--- src/rtl/core/ipv6p_pkg.sv ---
`timescale 1ns / 1ps
`default_nettype none

package ipv6p_pkg;

    localparam int ADDR_BYTES = 16;
    localparam int ADDR_W     = 8 * ADDR_BYTES;
    localparam int HALF_W     = ADDR_W / 2;
    localparam int CNT_W      = $clog2(ADDR_BYTES + 1);

    // Finished text, handed from the character parser to the address builder.
    // Both accumulators hold their bytes right-aligned, oldest byte highest.
    typedef struct packed {
        logic              ok;
        logic [CNT_W-1:0]  left_count;
        logic [ADDR_W-1:0] left_acc;
        logic [ADDR_W-1:0] right_acc;
    } fin_t;

endpackage

`default_nettype wire

--- src/rtl/core/ipv6p_if.sv ---
`timescale 1ns / 1ps
`default_nettype none

interface ipv6p_in_if;
    logic       valid;
    logic       ready;
    logic [7:0] ch;
    logic       is_end;

    modport source (output valid, output ch, output is_end, input ready);
    modport sink   (input valid, input ch, input is_end, output ready);
endinterface

interface ipv6p_out_if;
    import ipv6p_pkg::*;

    logic              valid;
    logic              ready;
    logic              valid_res;
    logic [HALF_W-1:0] addr_high;
    logic [HALF_W-1:0] addr_low;

    modport source (output valid, output valid_res, output addr_high, output addr_low,
                    input ready);
    modport sink   (input valid, input valid_res, input addr_high, input addr_low,
                    output ready);
endinterface

`default_nettype wire

--- src/rtl/core/ipv6_text_address_parser_top.sv ---
// Takes one character per cycle; back-to-back transfers are accepted with no bubbles.
// The result for a text passes through the parser-to-builder queue and is then held in
// the builder's output register, from which it can transfer.
// Input stalls only when QUEUE_DEPTH finished texts wait behind a stalled output.
// Asynchronous active-low reset clears the parser, queue and output valid; no
// clearing pass is needed.
`timescale 1ns / 1ps
`default_nettype none

module ipv6_text_address_parser_top #(
    parameter int QUEUE_DEPTH = 2
) (
    input  wire logic    clk,
    input  wire logic    rst_n,
    ipv6p_in_if.sink     text,
    ipv6p_out_if.source  result
);
    import ipv6p_pkg::*;

    logic fin_push;
    logic fin_pop;
    logic fin_full;
    logic fin_empty;
    fin_t fin_wr;
    fin_t fin_rd;

    ipv6p_front u_front (
        .clk        (clk),
        .rst_n      (rst_n),
        .text       (text),
        .queue_full (fin_full),
        .fin_push   (fin_push),
        .fin        (fin_wr)
    );

    ipv6p_fifo #(
        .DEPTH (QUEUE_DEPTH),
        .WIDTH ($bits(fin_t))
    ) u_fifo (
        .clk     (clk),
        .rst_n   (rst_n),
        .wr_en   (fin_push),
        .wr_data (fin_wr),
        .full    (fin_full),
        .rd_en   (fin_pop),
        .rd_data (fin_rd),
        .empty   (fin_empty)
    );

    ipv6p_back u_back (
        .clk       (clk),
        .rst_n     (rst_n),
        .fin_empty (fin_empty),
        .fin       (fin_rd),
        .fin_pop   (fin_pop),
        .result    (result)
    );

endmodule

`default_nettype wire

--- src/rtl/core/ipv6p_fifo.sv ---
`timescale 1ns / 1ps
`default_nettype none

module ipv6p_fifo #(
    parameter int DEPTH = 2,
    parameter int WIDTH = 8
) (
    input  wire logic             clk,
    input  wire logic             rst_n,
    input  wire logic             wr_en,
    input  wire logic [WIDTH-1:0] wr_data,
    output logic                  full,
    input  wire logic             rd_en,
    output logic      [WIDTH-1:0] rd_data,
    output logic                  empty
);

    localparam int PTR_W = (DEPTH > 1) ? $clog2(DEPTH) : 1;
    localparam int CNT_W = $clog2(DEPTH + 1);

    logic [WIDTH-1:0] mem_reg [DEPTH];
    logic [PTR_W-1:0] wr_ptr_reg, wr_ptr_next;
    logic [PTR_W-1:0] rd_ptr_reg, rd_ptr_next;
    logic [CNT_W-1:0] count_reg, count_next;
    logic             do_wr, do_rd;

    assign full    = (count_reg == CNT_W'(DEPTH));
    assign empty   = (count_reg == '0);
    assign rd_data = mem_reg[rd_ptr_reg];
    assign do_wr   = wr_en && !full;
    assign do_rd   = rd_en && !empty;

    always_comb
    begin
        wr_ptr_next = wr_ptr_reg;
        rd_ptr_next = rd_ptr_reg;
        count_next  = count_reg;
        if (do_wr)
        begin
            wr_ptr_next = (wr_ptr_reg == PTR_W'(DEPTH - 1)) ? '0 : wr_ptr_reg + 1'b1;
        end
        if (do_rd)
        begin
            rd_ptr_next = (rd_ptr_reg == PTR_W'(DEPTH - 1)) ? '0 : rd_ptr_reg + 1'b1;
        end
        if (do_wr && !do_rd)
        begin
            count_next = count_reg + 1'b1;
        end
        else if (do_rd && !do_wr)
        begin
            count_next = count_reg - 1'b1;
        end
    end

    always_ff @(posedge clk or negedge rst_n)
    begin
        if (!rst_n)
        begin
            wr_ptr_reg <= '0;
            rd_ptr_reg <= '0;
            count_reg  <= '0;
        end
        else
        begin
            wr_ptr_reg <= wr_ptr_next;
            rd_ptr_reg <= rd_ptr_next;
            count_reg  <= count_next;
        end
    end

    always_ff @(posedge clk)
    begin
        if (do_wr)
        begin
            mem_reg[wr_ptr_reg] <= wr_data;
        end
    end

endmodule

`default_nettype wire

--- src/rtl/core/ipv6p_front.sv ---
`timescale 1ns / 1ps
`default_nettype none

module ipv6p_front (
    input  wire logic     clk,
    input  wire logic     rst_n,
    ipv6p_in_if.sink      text,
    input  wire logic     queue_full,
    output logic          fin_push,
    output ipv6p_pkg::fin_t fin
);
    import ipv6p_pkg::*;

    typedef enum logic [1:0] {
        SEP_NONE  = 2'd0,
        SEP_COLON = 2'd1,
        SEP_DOT   = 2'd2
    } sep_t;

    localparam logic [7:0] CH_COLON   = 8'h3a;
    localparam logic [7:0] CH_DOT     = 8'h2e;
    localparam logic [2:0] MAX_DIGITS = 3'd4;
    localparam int         SUM_W      = CNT_W + 1;

    logic [ADDR_W-1:0] left_reg, left_next;
    logic [ADDR_W-1:0] right_reg, right_next;
    logic [CNT_W-1:0]  lcnt_reg, lcnt_next;
    logic [CNT_W-1:0]  rcnt_reg, rcnt_next;
    logic              side_reg, side_next;
    sep_t              sep_reg, sep_next;
    logic [15:0]       hex_reg, hex_next;
    logic [13:0]       dec_reg, dec_next;
    logic [2:0]        ndig_reg, ndig_next;
    logic              letter_reg, letter_next;
    logic [CNT_W-1:0]  dots_reg, dots_next;
    logic              err_reg, err_next;

    logic              accept;
    logic              is_num, is_lower, is_upper, is_hex, is_letter;
    logic [3:0]        dval;
    logic              push_word, push_dot;
    logic [SUM_W-1:0]  total;

    assign text.ready = !queue_full;
    assign accept     = text.valid && text.ready;
    assign fin_push   = accept && text.is_end;

    // classify the character
    always_comb
    begin
        is_num    = (text.ch >= 8'h30) && (text.ch <= 8'h39);
        is_lower  = (text.ch >= 8'h61) && (text.ch <= 8'h66);
        is_upper  = (text.ch >= 8'h41) && (text.ch <= 8'h46);
        is_letter = is_lower || is_upper;
        is_hex    = is_num || is_letter;
        dval      = is_num ? text.ch[3:0] : (text.ch[3:0] + 4'd9);
    end

    always_comb
    begin
        left_next   = left_reg;
        right_next  = right_reg;
        lcnt_next   = lcnt_reg;
        rcnt_next   = rcnt_reg;
        side_next   = side_reg;
        sep_next    = sep_reg;
        hex_next    = hex_reg;
        dec_next    = dec_reg;
        ndig_next   = ndig_reg;
        letter_next = letter_reg;
        dots_next   = dots_reg;
        err_next    = err_reg;
        push_word   = 1'b0;
        push_dot    = 1'b0;
        total       = SUM_W'(lcnt_reg) + SUM_W'(rcnt_reg);

        if (accept && !err_reg)
        begin
            if (text.is_end)
            begin
                // close the last group
                if (ndig_reg != '0)
                begin
                    unique case (sep_reg)
                        SEP_COLON: push_word = 1'b1;
                        SEP_DOT:   push_dot  = 1'b1;
                        default:   err_next  = 1'b1;
                    endcase
                end
            end
            else if (is_hex)
            begin
                if ((is_letter && sep_reg == SEP_DOT) || ndig_reg >= MAX_DIGITS)
                begin
                    err_next = 1'b1;
                end
                else
                begin
                    hex_next  = {hex_reg[11:0], dval};
                    ndig_next = ndig_reg + 1'b1;
                    if (is_letter)
                    begin
                        letter_next = 1'b1;
                    end
                    else
                    begin
                        dec_next = 14'(({3'b0, dec_reg} << 3) + ({3'b0, dec_reg} << 1)
                                       + 17'(dval));
                    end
                end
            end
            else if (text.ch == CH_COLON)
            begin
                if (ndig_reg != '0)
                begin
                    if (sep_reg == SEP_DOT)
                    begin
                        err_next = 1'b1;
                    end
                    else
                    begin
                        push_word = 1'b1;
                        sep_next  = SEP_COLON;
                    end
                end
                else if (sep_reg == SEP_COLON)
                begin
                    if (rcnt_reg == '0)
                    begin
                        side_next = 1'b1;
                        sep_next  = SEP_COLON;
                    end
                    else
                    begin
                        err_next = 1'b1;
                    end
                end
                else
                begin
                    sep_next = SEP_COLON;
                end
            end
            else if (text.ch == CH_DOT)
            begin
                if (ndig_reg == '0)
                begin
                    err_next = 1'b1;
                end
                else
                begin
                    push_dot = 1'b1;
                    sep_next = SEP_DOT;
                end
            end
            else
            begin
                err_next = 1'b1;
            end
        end

        if (push_word || push_dot)
        begin
            hex_next    = '0;
            dec_next    = '0;
            ndig_next   = '0;
            letter_next = 1'b0;
        end

        if (push_word)
        begin
            if (total > SUM_W'(ADDR_BYTES - 2))
            begin
                err_next = 1'b1;
            end
            else if (side_reg)
            begin
                right_next = {right_reg[ADDR_W-17:0], hex_reg};
                rcnt_next  = rcnt_reg + CNT_W'(2);
            end
            else
            begin
                left_next = {left_reg[ADDR_W-17:0], hex_reg};
                lcnt_next = lcnt_reg + CNT_W'(2);
            end
        end

        if (push_dot)
        begin
            dots_next = dots_reg + 1'b1;
            if (letter_reg || total >= SUM_W'(ADDR_BYTES))
            begin
                err_next = 1'b1;
            end
            else if (side_reg)
            begin
                right_next = {right_reg[ADDR_W-9:0], dec_reg[7:0]};
                rcnt_next  = rcnt_reg + 1'b1;
            end
            else
            begin
                left_next = {left_reg[ADDR_W-9:0], dec_reg[7:0]};
                lcnt_next = lcnt_reg + 1'b1;
            end
        end
    end

    // final checks on the closing transfer
    always_comb
    begin
        fin.ok = !err_next
                 && (dots_next == '0 || dots_next == CNT_W'(4))
                 && (side_reg
                     || (SUM_W'(lcnt_next) + SUM_W'(rcnt_next) == SUM_W'(ADDR_BYTES)));
        fin.left_count = lcnt_next;
        fin.left_acc   = left_next;
        fin.right_acc  = right_next;
    end

    always_ff @(posedge clk or negedge rst_n)
    begin
        if (!rst_n)
        begin
            left_reg   <= '0;
            right_reg  <= '0;
            lcnt_reg   <= '0;
            rcnt_reg   <= '0;
            side_reg   <= 1'b0;
            sep_reg    <= SEP_NONE;
            hex_reg    <= '0;
            dec_reg    <= '0;
            ndig_reg   <= '0;
            letter_reg <= 1'b0;
            dots_reg   <= '0;
            err_reg    <= 1'b0;
        end
        else if (fin_push)
        begin
            // start the next text from scratch
            left_reg   <= '0;
            right_reg  <= '0;
            lcnt_reg   <= '0;
            rcnt_reg   <= '0;
            side_reg   <= 1'b0;
            sep_reg    <= SEP_NONE;
            hex_reg    <= '0;
            dec_reg    <= '0;
            ndig_reg   <= '0;
            letter_reg <= 1'b0;
            dots_reg   <= '0;
            err_reg    <= 1'b0;
        end
        else
        begin
            left_reg   <= left_next;
            right_reg  <= right_next;
            lcnt_reg   <= lcnt_next;
            rcnt_reg   <= rcnt_next;
            side_reg   <= side_next;
            sep_reg    <= sep_next;
            hex_reg    <= hex_next;
            dec_reg    <= dec_next;
            ndig_reg   <= ndig_next;
            letter_reg <= letter_next;
            dots_reg   <= dots_next;
            err_reg    <= err_next;
        end
    end

endmodule

`default_nettype wire

--- src/rtl/core/ipv6p_back.sv ---
`timescale 1ns / 1ps
`default_nettype none

module ipv6p_back (
    input  wire logic       clk,
    input  wire logic       rst_n,
    input  wire logic       fin_empty,
    input  ipv6p_pkg::fin_t fin,
    output logic            fin_pop,
    ipv6p_out_if.source     result
);
    import ipv6p_pkg::*;

    logic              out_valid_reg;
    logic              res_ok_reg;
    logic [ADDR_W-1:0] addr_reg;
    logic [ADDR_W-1:0] addr_next;
    logic [CNT_W-1:0]  gap_bytes;

    assign fin_pop = !fin_empty && (!out_valid_reg || result.ready);

    // move the left side to the front; the right side already sits at the far end
    always_comb
    begin
        gap_bytes = CNT_W'(ADDR_BYTES) - fin.left_count;
        addr_next = fin.ok ? ((fin.left_acc << {gap_bytes, 3'b000}) | fin.right_acc) : '0;
    end

    always_ff @(posedge clk or negedge rst_n)
    begin
        if (!rst_n)
        begin
            out_valid_reg <= 1'b0;
        end
        else if (fin_pop)
        begin
            out_valid_reg <= 1'b1;
        end
        else if (result.ready)
        begin
            out_valid_reg <= 1'b0;
        end
    end

    always_ff @(posedge clk)
    begin
        if (fin_pop)
        begin
            res_ok_reg <= fin.ok;
            addr_reg   <= addr_next;
        end
    end

    assign result.valid     = out_valid_reg;
    assign result.valid_res = res_ok_reg;
    assign result.addr_high = addr_reg[ADDR_W-1:HALF_W];
    assign result.addr_low  = addr_reg[HALF_W-1:0];

endmodule

`default_nettype wire
--- src/flat_wrapper.sv ---
// flat-port wrapper written by rule: the top's interface ports become plain ports
module ipv6_text_address_parser_top_flat import ipv6p_pkg::*;
#(
    parameter int QUEUE_DEPTH = 2
)
  (clk, rst_n, text_valid, text_ch, text_is_end, text_ready, result_valid, result_valid_res, result_addr_high, result_addr_low, result_ready);
  ipv6p_in_if text_i ();
  ipv6p_out_if result_i ();
  input  wire logic clk;
  input  wire logic rst_n;
  input wire logic [$bits(text_i.valid)-1:0] text_valid;
  input wire logic [$bits(text_i.ch)-1:0] text_ch;
  input wire logic [$bits(text_i.is_end)-1:0] text_is_end;
  output wire logic [$bits(text_i.ready)-1:0] text_ready;
  output wire logic [$bits(result_i.valid)-1:0] result_valid;
  output wire logic [$bits(result_i.valid_res)-1:0] result_valid_res;
  output wire logic [$bits(result_i.addr_high)-1:0] result_addr_high;
  output wire logic [$bits(result_i.addr_low)-1:0] result_addr_low;
  input wire logic [$bits(result_i.ready)-1:0] result_ready;
  assign text_i.valid = text_valid;
  assign text_i.ch = text_ch;
  assign text_i.is_end = text_is_end;
  assign text_ready = text_i.ready;
  assign result_valid = result_i.valid;
  assign result_valid_res = result_i.valid_res;
  assign result_addr_high = result_i.addr_high;
  assign result_addr_low = result_i.addr_low;
  assign result_i.ready = result_ready;
  ipv6_text_address_parser_top #(.QUEUE_DEPTH(QUEUE_DEPTH)) u_core (.clk(clk), .rst_n(rst_n), .text(text_i), .result(result_i));
endmodule
--- config.mk ---
export PLATFORM = sky130hd
export DESIGN_NAME = ipv6_text_address_parser_top_flat
export DESIGN_NICKNAME = d
export VERILOG_FILES = /design/src/rtl/core/ipv6p_pkg.sv /design/src/rtl/core/ipv6p_if.sv /design/src/rtl/core/ipv6_text_address_parser_top.sv /design/src/rtl/core/ipv6p_fifo.sv /design/src/rtl/core/ipv6p_front.sv /design/src/rtl/core/ipv6p_back.sv /design/src/flat_wrapper.sv
export SDC_FILE = /design/constraint.sdc
export NUM_CORES = 2
export LEC_CHECK = 0
export ABC_AREA = 1
export BUFFER_PORTS_ARGS = -buffer_cell sky130_fd_sc_hd__buf_2
export CORE_MARGIN = 3
export CORE_UTILIZATION = 50
export DETAILED_ROUTE_END_ITERATION = 8
export GPL_TIMING_DRIVEN = 1
export PLACE_DENSITY = 0.68
export SYNTH_ARGS = -nofsm -noshare
export SYNTH_HDL_FRONTEND = slang
export SYNTH_SLANG_ARGS = --single-unit
--- constraint.sdc ---
create_clock -name clk -period 24.8 [get_ports clk]
set_clock_uncertainty 0.1 [all_clocks]
set_input_delay 0 -clock clk [delete_from_list [all_inputs] [get_ports clk]]
set_output_delay 0 -clock clk [all_outputs]
set_load 0.01 [all_outputs]
; Yosys cells after proc, flatten, opt, wreduce, memory -nomap -nowiden
; Memories as Yosys holds them, arrays and structs flattened.
; Cells that the tools add are included.
[word_totals]
memories = 1
reg_bits = 437
wordCells = 230
ramBits = 524
[classes]
n_eq_ne = 16
bitwise = 1
add_sub_neg = 16
shifts = 1
n_reduce_logical = 50
muxes = 118
magnitude_cmp = 9
[memory_table]
columns = name, depth, word_bits, read_ports, rd_clocked_by_memory_dff, write_ports, line_no
row1 = u_core.u_fifo.mem_reg, 2, 262, 1, 0, 1, ipv6p_fifo.sv:21  ; logic [WIDTH-1:0] mem_reg [DEPTH];
[ops]
columns = op, count
row1 = $mux 128, 14
row2 = $or 128x128->128, 1
row3 = $shl 128x8->128, 1
row4 = $mux 16, 6
row5 = $mux 5, 16
row6 = $mux 8, 7
row7 = $mux 1, 55
row8 = $mux 2, 13
row9 = $mux 3, 6
row10 = $eq 8x6->1 const B, 2
row11 = $ge 8x7->1 const B, 2
row12 = $le 8x7->1 const B, 2
row13 = $add 5x1->5 const B, 3
row14 = $reduce_bool 3->1, 5
row15 = $logic_and 1x1->1, 14
row16 = $reduce_and 7->1, 2
row17 = $add 5x5->6, 2
row18 = $reduce_bool 2->1, 6
row19 = $add 5x2->5 const B, 2
row20 = $logic_not 5->1, 2
row21 = $reduce_and 5->1, 2
row22 = $add 8x4->8, 1
row23 = $add 8x8->8, 1
row24 = $ge 8x6->1 const B, 1
row25 = other kinds (28), 45

; Depth between registers and ports, before layout
[depth]
depth_word = 16
mapped_depth = 28
mapped_depth_nobuf = 28

; Cells and area by module
; A second synthesis with hierarchy kept.
[unflattened]
cells_unflattened = 5281
hier_area_um2 = 46923.8
[modules_own_cells]
columns = mod, n_inst, seq_area_each_um2, area_each_um2, cells_each
row1 = ipv6p_fifo, 1, 15835.2, 19244.7, 1400
row2 = ipv6p_front, 1, 7582.3, 16912.5, 2259
row3 = ipv6p_back, 1, 3898.7, 10766.6, 1622

; Least setup slack after synthesis
; OpenSTA, ideal clock, no wires.
[synth_timing]
path_type = register -> register
from = register u_core.u_fifo.count_reg[0]
to = memory u_core.u_fifo.mem_reg[0][0] in the netlist's numbering (enable)
period_less_slack_ns = 13.093
arrival_ns = 12.102
path_stages_with_launch = 8
n_path_buf = 1
setup_slack_ns = 11.707
required_ns = 23.810
setup_time_ns = 0.890
cell_sequence = dfrtp_1 inv_2 nand2_4 nand2_2 nor2_1 inv_2 clkbuf_1 nor2_1
[synth_between]
elab_chain_len = 7
[synth_rtl]
columns = item, line_no
row1 = start: declaration, ipv6p_fifo.sv:24  ; logic [CNT_W-1:0] count_reg, count_next;
row2 = start signal: assignment, ipv6p_fifo.sv:68  ; count_reg <= count_next;
row3 = $eq 2x2->1 (*), ipv6p_fifo.sv:27  ; assign full = (count_reg == CNT_W'(DEPTH));
row4 = $logic_not 1->1 (*), ipv6p_front.sv:44  ; assign text.ready = !queue_full;
row5 = named net text_ready, flat_wrapper.sv:14  ; output wire logic [$bits(text_i.ready)-1:0] text_ready;
row6 = $logic_and 1x1->1, ipv6p_front.sv:45  ; assign accept = text.valid && text.ready;
row7 = $logic_and 1x1->1, ipv6p_front.sv:46  ; assign fin_push = accept && text.is_end;
row8 = $logic_and 1x1->1 (*), ipv6p_fifo.sv:30  ; assign do_wr = wr_en && !full;
row9 = $mux 1 (*), ipv6p_fifo.sv:74  ; if (do_wr)
row10 = $mux 1 (not written as such) (*), ipv6p_fifo.sv:76  ; mem_reg[wr_ptr_reg] <= wr_data;
row11 = end: declaration, ipv6p_fifo.sv:21
; Mark *: on every way through the listed nets, which the timed path passes. The rest lies on a longest branch.

; Worst setup path in the final report
[layout_timing]
from = register u_core.u_fifo.rd_ptr_reg
to = register u_core.u_back.addr_reg[112] (data pin)
[layout_between]
elab_chain_len = 4
[layout_rtl]
columns = item, line_no
row1 = start: declaration, ipv6p_fifo.sv:23  ; logic [PTR_W-1:0] rd_ptr_reg, rd_ptr_next;
row2 = start signal: assignment, ipv6p_fifo.sv:67  ; rd_ptr_reg <= rd_ptr_next;
row3 = $mem_v2 2x262 (*), --
row4 = $sub 5x5->5, ipv6p_back.sv:25  ; gap_bytes = CNT_W'(ADDR_BYTES) - fin.left_count;
row5 = $shl 128x8->128, ipv6p_back.sv:26  ; addr_next = fin.ok ? ((fin.left_acc << {gap_bytes, 3'b000}) | fin.right_acc) : '0;
row6 = $or 128x128->128, ipv6p_back.sv:26
row7 = end signal: assignment, ipv6p_back.sv:50  ; addr_reg <= addr_next;
row8 = end: declaration, ipv6p_back.sv:16  ; logic [ADDR_W-1:0] addr_reg;
; Every way passes the cells marked *; elsewhere a longest branch is shown, timed or not.
; A chain may end at the register's enable or synchronous reset.

==> results.yml <==
clock_network:
  htree_num_levels: 3
  cts_resized: 0
  numCtsBuffers: 95
  cts_sinks: 961
  insertion_delay_ns: 0.68
  clk_path_buf_depth: 3
  clock_tree.root_cell: "clkbuf_16"
  clk_pin_slew_ns: 0.06
  cts_tree: "done"
critical_path:
  path_buf_inv: 7
  start_kind: "flip-flop"
  end_kind: "flip-flop"
  critical_path.max_stage_delay_ns: 0.67
  path_class: "flip-flop to flip-flop"
  crit_arrival_ns: 6.32
  crit_required_ns: 25.24
  crit_chain: "buf_4 -> inv_6 -> or2_0 -> o21ai_4 -> nand3_1 -> xor2_1 -> inv_2 -> nor2_4 -> buf_4 -> buf_4 -> inv_2 -> a21oi_1 -> o21ai_0 -> nand4_1 -> nand2_1 -> inv_1"
  cp_top_family: "buffers and inverters"
  timing.rr.start: "u_core.u_fifo.rd_ptr_reg$_DFFE_PN0P_"
  cp_max_fo: 70
  critPathLaunch: "u_core.u_fifo.rd_ptr_reg$_DFFE_PN0P_"
  crit_slowest_cell: "buf_4"
  worst_path_most_repeated_cell: "buf_4"
timing:
  finalSetupViolations: 0
  hold_viol: 0
  tns_ns: 0
  worstMarginPinSlew_ns: 1.25
  rsz0062_at_grt: "no"
  relSlewSlack_pct: 15.5
  period_needed_ns: 5.88
  hold_slack_ns: 0.222
  min_period_over_period_pct: 23.7
  fmax_mhz: 170
  drv_slew: 0
yosys:
  ys_warn_count: 0
  avgSynthCellArea_um2: 9.78
  ys_ff_latch: 961
  yosysSeqAreaShare_pct: 60.5
  synth_cell_type_count: 55
  synthCells: 4615
  syn_nets: 4669
  synth_area_um2: 45100
route:
  remaining_drc_errors: 0
  routed_wl_mm: 135
  vias_per_cell: 5.89
  drt-pass1-iter-count: 6
  drt_iter0_drc: 4354
  vias: 34500
  routedWlPerCell_um: 23.1
  final_antenna_net_count: 0
global_routing:
  grt_overflow_total: 0
  grt_pass1_wl_mm: 205
  grt_max_degree: 153
  grt_pass1_vias: 32400
  antenna_found_initial: 9
  grt_usage_pct: 28.7
cells_and_area:
  stdcell_area_um2: 49800
  final_nets: 4667
  largest_reg_flops: 524
  drive_above_1_share_pct: 10.4
  area_growth_pct: 10.4
floorplanning:
  die_y_um: 306
  die_w_um: 306
  initial_utilization_pct: 50.7
  die_area_um2: 93900
  io_pins: 144
  rows: 109
  design.core.area_um2: 88900
worst_hold_path:
  min_path_type: "input pin to flip-flop"
  worstHoldStart: "text_is_end"
pwr:
  power.density_nw_per_um2: 132
  ir_drop_uv: 146
  swShare_pct: 43.0
  p_leak_nw: 20.7
  p_int_mw: 3.74
  seq_power_share_pct: 36.7
  combPwrFrac_pct: 40.7
  clockPowerShare_pct: 22.5
  switching_power_mw: 2.83
placed_design:
  postPlaceCellArea_um2: 46400
  hpwl_mm: 86.7
  port-buffer-count: 143
  gp_congestion: 0.916
job:
  drv_cap: 0
run_status:
  status: "complete, no violations"
path summary, 6_finish.rpt:
path                            slack (ns)                                        end  depth (start not counted)
worst max-delay path                 18.92  u_core.u_back.addr_reg[112]$_SDFFCE_PN0P_                         16
worst min-delay path                  0.22     u_core.u_front.hex_reg[12]$_DFFE_PN0P_                          5
worst max register to register       18.92  u_core.u_back.addr_reg[112]$_SDFFCE_PN0P_                         16
worst min register to register        0.40     u_core.u_fifo.count_reg[0]$_DFFE_PN0P_                          1
max in group asynchronous            22.42      u_core.u_front.left_reg[82]$_DFF_PN0_                          5
min in group asynchronous             0.39     u_core.u_front.right_reg[29]$_DFF_PN0_                          4
power by group through the flow:
stage	logic, mW	registers, mW	clock network [mW]
floorplan	1.57	2.47	0
finish	2.68	2.42	1.48
global placement	2.61	2.43	0
CTS	2.64	2.41	1.50
detailed placement	2.62	2.43	0
global route	2.89	2.44	1.56
synthesized netlist by cell type, drive strengths merged:
master / count / share of area (%)
o22ai: 9 / 0.17
dfrtp: 308 / 17
nand3b: 2 / 0.033
edfxtp: 653 / 43
clkbuf: 134 / 1.1
or2: 64 / 0.89
nor3: 16 / 0.20
nor2: 395 / 3.4
nor3b: 1 / 0.017
a22o: 2 / 0.039
mux2i: 55 / 1.2
a2111o: 1 / 0.025
a21boi: 2 / 0.050
nand3: 88 / 1.0
a211oi: 3 / 0.050
o311ai: 2 / 0.039
nand4: 30 / 0.43
buf: 175 / 2.1
o221ai: 9 / 0.17
xor2: 18 / 0.37
inv: 195 / 1.6
and2: 245 / 3.4
ha: 38 / 1.1
a41oi: 33 / 0.64
a21oi: 56 / 0.65
xnor2: 6 / 0.12
and3: 1 / 0.014
o211ai: 26 / 0.43
o32ai: 1 / 0.036
fa: 3 / 0.13
a21o: 1 / 0.017
a31oi: 79 / 1.1
a311oi: 2 / 0.039
o31ai: 6 / 0.10
nand2: 1149 / 9.6
o21ai: 807 / 9.2
cells by family after synthesis:
family / Yosys count / synth area share [%]
AND/OR/NAND/NOR: 1991 / 19.0
flip-flops: 961 / 60.5
adder cells (fa/ha/maj): 41 / 1.19
multiplexers: 55 / 1.22
XOR/XNOR: 24 / 0.482
AO/OA/AOI/OAI: 1039 / 12.8
buffers and inverters: 504 / 4.79
worst min-delay path, stage by stage:
cell and delay (ns):
dlygate4sd3_1 0.51, buf_2 0.15, nor3_2 0.09, inv_1 0.10, o21ai_0 0.08
cells in the final DEF (no fill, tap or decap), drive strengths merged, types with 16 or more instances in the layout:
| master | synthesis | routed |
|---|---|---|
| nand3 | 88 | 88 |
| nor2 | 395 | 395 |
| clkinv | 0 | 35 |
| and2 | 245 | 245 |
| xor2 | 18 | 18 |
| nand4 | 30 | 30 |
| clkbuf | 134 | 128 |
| a21oi | 56 | 56 |
| dfrtp | 308 | 308 |
| dlygate4sd3 | 0 | 22 |
| a41oi | 33 | 33 |
| inv | 195 | 194 |
| o211ai | 26 | 26 |
| o21ai | 807 | 807 |
| nand2 | 1149 | 1149 |
| or2 | 64 | 64 |
| a31oi | 79 | 79 |
| buf | 175 | 188 |
| ha | 38 | 38 |
| edfxtp | 653 | 653 |
| nor3 | 16 | 16 |
| mux2i | 55 | 55 |
through the flow:
step / total power, mW / worst slack (ns) / cells / util [%]
2_1_floorplan: 4.04 / 11.71 / 4615 / -
3_3_place_gp: 5.04 / 19.17 / 5658 / 52.2
3_5_place_dp: 5.06 / 19.08 / 5658 / 52.2
4_1_cts: 6.54 / 19.05 / 5858 / 56.0
5_1_grt: 6.89 / 18.62 / 5858 / 56.0
6_report: 6.57 / 18.92 / 5863 / 56.0
metal layers:
layer / vias up / track usage, % / share of wire (%)
met3: 313 / 6.07 / 9.9
li1: 15700 / - / -
met5: - / 0 / 0.030
met4: 6 / 12.5 / 5.1
met1: 16800 / 40.3 / 41
met2: 1705 / 43.3 / 44
area by class of cell:
type	instances	area (µm²)
diodes	5	12.5
clock buffers	128	2690
clock inverters	49	500
fillers	7604	39100
inverters	195	751
multi-input cells	3150	15800
flip-flops and latches	961	27300
well taps	1165	1460
repair buffers	210	1350
what timing repair did:
action	CTS	global route
setup buffers	0	0
hold buffers	23	0
hold endpoints to repair	169	0
Power figures use the tool's default switching activity.
